`src/hdl/pal_pkg.sv`:
```
// types and constants shared by the positional array list blocks
package pal_pkg;

   localparam int POS_W      = 7;
   localparam int VAL_W      = 32;
   localparam int STAT_W     = 3;
   localparam int REQ_DATA_W = 40;
   localparam int RSP_DATA_W = 48;

   typedef enum logic [1:0] {
      OP_APPEND = 2'd0,
      OP_INSERT = 2'd1,
      OP_REMOVE = 2'd2,
      OP_DUMP   = 2'd3
   } op_type;

   typedef enum logic [STAT_W-1:0] {
      ST_OK         = 3'd0,
      ST_APPENDED   = 3'd1,
      ST_REMOVE_REJ = 3'd2,
      ST_FULL       = 3'd3,
      ST_EMPTY      = 3'd4
   } status_type;

   typedef enum logic {
      BK_IDLE,
      BK_DUMP
   } back_state_type;

   typedef enum logic [1:0] {
      CELL_HOLD,
      CELL_INSERT,
      CELL_REMOVE,
      CELL_ROTATE
   } cell_op_type;

   typedef struct packed {
      op_type             op;
      logic [POS_W-1:0]   position;
      logic [VAL_W-1:0]   item_value;
   } cmd_type;

endpackage

```
`src/hdl/pal_front.sv`:
```
// front end: takes request words, decodes the action and queues commands
module pal_front
   import pal_pkg::*;
(
   input  logic                  clock,
   input  logic                  reset,
   input  logic                  req_tvalid,
   output logic                  req_tready,
   input  logic [REQ_DATA_W-1:0] req_tdata,
   input  logic [1:0]            req_tuser,
   output logic                  cmd_valid,
   input  logic                  cmd_ready,
   output cmd_type               cmd
);

   cmd_type    q_ff [2];
   cmd_type    new_cmd;
   logic       wr_ptr_ff, wr_ptr_in;
   logic       rd_ptr_ff, rd_ptr_in;
   logic [1:0] fill_ff, fill_in;
   logic       push, pop;

   assign req_tready = (fill_ff != 2'd2);
   assign cmd_valid  = (fill_ff != 2'd0);
   assign cmd        = q_ff[rd_ptr_ff];
   assign push       = req_tvalid && req_tready;
   assign pop        = cmd_valid && cmd_ready;

   always_comb begin
      new_cmd.op         = op_type'(req_tuser);
      new_cmd.position   = req_tdata[POS_W-1:0];
      new_cmd.item_value = req_tdata[POS_W+VAL_W-1:POS_W];
   end

   always_comb begin
      wr_ptr_in = push ? ~wr_ptr_ff : wr_ptr_ff;
      rd_ptr_in = pop ? ~rd_ptr_ff : rd_ptr_ff;
      fill_in   = fill_ff;
      if (push && !pop) begin
         fill_in = fill_ff + 2'd1;
      end else if (pop && !push) begin
         fill_in = fill_ff - 2'd1;
      end
   end

   always_ff @(posedge clock) begin
      if (reset) begin
         wr_ptr_ff <= 1'b0;
         rd_ptr_ff <= 1'b0;
         fill_ff   <= 2'd0;
      end else begin
         wr_ptr_ff <= wr_ptr_in;
         rd_ptr_ff <= rd_ptr_in;
         fill_ff   <= fill_in;
      end
   end

   always_ff @(posedge clock) begin
      if (push) begin
         q_ff[wr_ptr_ff] <= new_cmd;
      end
   end

endmodule

```
`config.mk`:
```
export PLATFORM = sky130hd
export DESIGN_NAME = pal_front
export DESIGN_NICKNAME = d
export VERILOG_FILES = /design/src/hdl/pal_pkg.sv /design/src/hdl/pal_front.sv
export SDC_FILE = /design/constraint.sdc
export NUM_CORES = 1
export LEC_CHECK = 0
export BUFFER_PORTS_ARGS = -buffer_cell sky130_fd_sc_hd__buf_2
export CAP_MARGIN = 40
export CORE_MARGIN = 2
export CORE_UTILIZATION = 40
export DETAILED_ROUTE_END_ITERATION = 16
export PLACE_DENSITY = 0.66
export SYNTH_ARGS = -nofsm -noshare
export SYNTH_HDL_FRONTEND = slang
export SYNTH_SLANG_ARGS = --single-unit
```
`constraint.sdc`:
```
create_clock -name clock -period 2.03 [get_ports clock]
set_input_delay 0 -clock clock [delete_from_list [all_inputs] [get_ports clock]]
set_output_delay 0 -clock clock [all_outputs]
set_load 0.01 [all_outputs]
```
## Yosys cells after proc, flatten, opt, wreduce, memory -nomap -nowiden

Memories as Yosys holds them, arrays and structs flattened. A register that Yosys moved wholly into a read port is not among the register bits.
Index checks and enable logic that the tools add are counted.

- Register bits: 4
- Word-level logic and storage cells: 23
- Memories kept: 1
- Bits of input ports: 46
- Bits in writable memories: 82
- Output and inout bits: 43

Memory list:

| name | depth | bits a word | read ports | clocked after Yosys merged registers in | write ports | line | RTL |
|---|---|---|---|---|---|---|---|
| q_ff | 2 | 41 | 1 | 1 | 1 | pal_front.sv:16 | `cmd_type q_ff [2];` |

- Add/sub/neg operators: 2
- Mux-type cells: 6
- Equality and inequality tests: 1
- Reductions and logical operators: 8
- Bitwise logic cells: 2

Operator list:

| kind | count |
|---|---|
| $logic_and 1x1->1 | 4 |
| $mux 1 | 4 |
| $mux 2 | 2 |
| $reduce_bool 2->1 | 2 |
| $add 2x1->2 const B | 1 |
| $logic_not 1->1 | 2 |
| $ne 2x2->1 const B | 1 |
| $not 1->1 | 2 |
| $sub 2x1->2 const B | 1 |

## Longest topological paths before layout

- Depth after elaboration: 6
- Gate-level depth with buffers: 6
- Mapped depth without buffers: 6

## Least setup slack after synthesis

No wires, ideal clock.

- Kind: reg-to-reg
- Start point: register fill_ff[0]
- End point: memory q_ff[1][0] in the netlist's numbering (enable)
- Stages on the path, launching flop included: 3
- Buffers on the path: 0
- Setup time: 0.403 ns
- Slack: -0.047 ns
- Required time: 1.627 ns
- Arrival time: 1.675 ns
- Clock period less this slack: 2.077 ns
- Path through: dfxtp_1 -> nand2b_1 -> and3_1

- Cells in the longest elaborated chain, start to end: 4

RTL lines:

| what | line | RTL |
|---|---|---|
| from (decl) | pal_front.sv:20 | `logic [1:0] fill_ff, fill_in;` |
| from (signal assigned) | pal_front.sv:54 | `fill_ff <= fill_in;` |
| $ne 2x2->1 | pal_front.sv:23 | `assign req_tready = (fill_ff != 2'd2);` |
| via req_tready | pal_front.sv:8 | `output logic req_tready,` |
| $logic_and 1x1->1 | pal_front.sv:26 | `assign push = req_tvalid && req_tready;` |
| $mux 1 | pal_front.sv:59 | `if (push) begin` |
| $mux 1 (not written as such) | pal_front.sv:60 | `q_ff[wr_ptr_ff] <= new_cmd;` |
| to (decl) | pal_front.sv:16 |  |

The timed path passes the listed nets, and every way through them passes these cells.

## Worst setup path after layout

- Start point: register fill_ff[0]
- End point: register fill_ff[1]

- Cells in the longest elaborated chain, start to end: 5
- Elaborated cells between the ends (all ways): 13
- Those cells by class: add/sub (2); eq/ne (1); mux (2); reduce/logical (8)

RTL lines:

| what | line | RTL |
|---|---|---|
| $ne 2x2->1 (*) | pal_front.sv:23 |  |
| $logic_and 1x1->1 (*) | pal_front.sv:26 |  |
| via push | pal_front.sv:21 | `logic push, pop;` |
| $logic_not 1->1 | pal_front.sv:41 | `end else if (pop && !push) begin` |
| $logic_and 1x1->1 | pal_front.sv:41 |  |
| $reduce_bool 2->1 (no source line) | -- |  |

Mark *: on every way through the listed nets, which the timed path passes. The rest lies on a longest branch. The select of a mux whose other input is x is not followed.
A chain may end at the register's enable or synchronous reset.

==> impl_metrics.ini <==
[sta]
fin_crit_sh = 0.8038
worst_pin_slew_ps = 321.5
hold_violations = 0
fin_ws_ps = 398.3
min_period_ps = 1632
slew_headroom = 0.7857
rsz0062_at_grt = false
finalSetupViolCount = 0
report.final.slew_viol_count = 0
fmax_ghz = 0.6128
finClkSkew_ps = 4.859
finalSetupTns_ps = 0

[cells_and_area]
multi_input_area_sq_um = 581.8
syn_to_final_growth_pct = 37.87
n_fill_cell = 625
final_nets = 340
drive_above_1_share = 0.4933
layoutNonFillerInstCount = 400
final_util = 0.5688
diodes = 0
seqCellArea_sq_mm = 0.002564

[power]
sw_frac_of_total = 0.2690
pwr-share-comb = 0.273
powerDensity_mw_per_mm2 = 1074
power_mw = 4.696
power_leakage_nw = 1.659
p_clk_frac = 0.235
ir_worst_vdd_uv = 694.4
internal-power_mw = 3.433
seqPwrFrac = 0.492
power_switching_mw = 1.263

[critical_path]
cp.required_ps = 2310
crit_fanout = 5
start_kind = flip-flop
cp.arrival_ps = 1910
path_class = flip-flop to flip-flop
end_kind = flip-flop

[drt]
drtIter0Drc = 61
dr.pass1.iters = 4
routedWlPerCell_um = 14.68
vias_per_cell = 4.580
route.detailed.drc = 0
route.final.wire_length_mm = 5.870
antenna_left = 0
num_vias = 1832

[placed_design]
gp_congestion = 0.6161
place_ws_ps = 423.0
port_buffers = 87
dp_hpwl_mm = 3.489
place_inst = 341

[synth]
synth.area.top_cells = edfxtp_1 (78%), mux2_2 (13%), dfxtp_1 (3.2%)
async_reset_ff_frac = 0
synth_enable_flop_cells = 82
synth_top_area_cell = edfxtp_1
ys_seq_elements = 87
yosysMostFrequentCell = edfxtp_1
synth_ff_type = edfxtp_1
syn-instance-count = 152
ys_warn_count = 0
avgSynthCellArea_sq_um = 20.87
ys_types = 18
yosysTopAreaCellShare = 0.7763
syn_nets = 199
netlist_area_sq_mm = 0.003172
ys_seq_area_frac = 0.8079
synth_common_cells = edfxtp_1 (82), mux2_2 (38), buf_2 (5), dfxtp_1 (5)

[die]
ioPinCount = 89
core_area_sq_mm = 0.007687
row_count = 32
die_w_um = 93.05
start_util = 0.4126
die_height_um = 93.05
die_area_sq_mm = 0.008657

[clock_network]
cts.reportedPaths.clkPinSlew_ps = 80
insertion_delay_ps = 340
clockRootBuffer = clkbuf_8
cts_max_level = 3
cts-buffers-inserted = 9
cts.sinks = 87
cts_tree = built
post_cts_buffers = 0
cts_buffer_depth = 2

[grt]
grt.overflow.total = 0
grt_max_degree = 42
grt_usage = 0.1429
grt_pass1_vias = 1988
grt_pass1_wl_mm = 9.211
antenna_found_initial = 0

[run_status]
outcome = finished, final reports clean

[flow_run]
drv_cap = 0

[worst_hold_path]
min_path_type = primary input to flip-flop
layout by cell type (no fill, tap or decap):
master         synthesis  layout
buf_2                  5      87
edfxtp_1              82      82
dlygate4sd3_1          0      43
mux2_2                38      38
clkbuf_8               0       9
dfxtp_1                5       4
buf_4                  0       4
mux2_1                 3       3
xor2_1                 3       3
nor2_1                 3       3
clkinv_2               0       3
o21ai_0                2       2
clkinv_1               0       2
a21oi_1                2       2
clkbuf_1               0       2
nand2b_1               1       1
and2_1                 1       1
or2_2                  1       1
and3_2                 0       1
nand3b_1               1       1
a21bo_2                1       1
or3_1                  1       1
ha_1                   1       1
dfxtp_2                0       1
bufinv_16              0       1
buf_12                 0       1
flip-flops by register name, summed over array words and instances, names as in the netlist, named ones only:
name and flops:
q_ff 82, wr_ptr_ff 1, rd_ptr_ff 1, fill_ff 2
stage by stage:
stage                     instance area [sq um]  hold slack, ps
after global placement                     3762           187.9
after floorplan                            3173           69.07
after CTS                                  4373           82.92
final                                      4373           94.57
after global routing                       4373           144.4
after detailed placement                   3762           192.2
area by class of cell:
cell class              count  area share
clock buffers              11     0.03004
clock inverters             5     0.01116
inverters                   1   0.0008584
multi-input cells          59      0.1330
flip-flops and latches     87      0.5863
well taps                 102     0.02918
repair buffers            135      0.2094
critical path: stages, from the launching register on:
cell      delay [ps]
dfxtp_1          350
nand2b_1         220
and2_1           190
ha_1             320
or3_1            350
a21oi_1          130
cells by family (layout without fill, tap and decap cells):
logic type	count (synthesis)	in the layout	synth area share
xor gates and xnor gates	3	3	0.008286
buffers and inverters	6	152	0.009071
adders and majority gates	1	1	0.003944
AOI/OAI and AO/OA	5	5	0.009468
muxes	41	41	0.1456
DFF	87	87	0.8079
and+or+nand+nor	9	9	0.01579
power by group through the flow:
| stage | clock [mW] | sequential (mW) | combinational, mW |
|---|---|---|---|
| after floorplan | 0 | 2.33 | 0.773 |
| after global placement | 0 | 2.33 | 1.22 |
| after detailed placement | 0 | 2.35 | 1.23 |
| after CTS | 1.15 | 2.31 | 1.30 |
| after global routing | 1.21 | 2.34 | 1.41 |
| final | 1.11 | 2.31 | 1.28 |
per-layer routing:
layer	vias up	wire (um)	global-route usage
li1	872	-	-
met3	8	364	0.03707
met4	0	80	0.05882
met5	-	0	0
met1	884	2479	0.1668
met2	68	2946	0.2506
final timing paths:
check                                 from    endpoint  slack (ps)  depth (start not counted)
worst max-delay path            fill_ff[0]  fill_ff[1]         400                          5
worst min-delay path             cmd_ready   flip-flop          90                          4
worst max register to register  fill_ff[0]  fill_ff[1]         400                          5
worst min register to register   rd_ptr_ff   flip-flop         510                          2
timing repair:
action / in CTS / in global routing
hold buffers: 43 / 0
hold endpoints to repair: 87 / 0
gates resized for setup: 0 / 0
(Power assumes the default switching activity.)
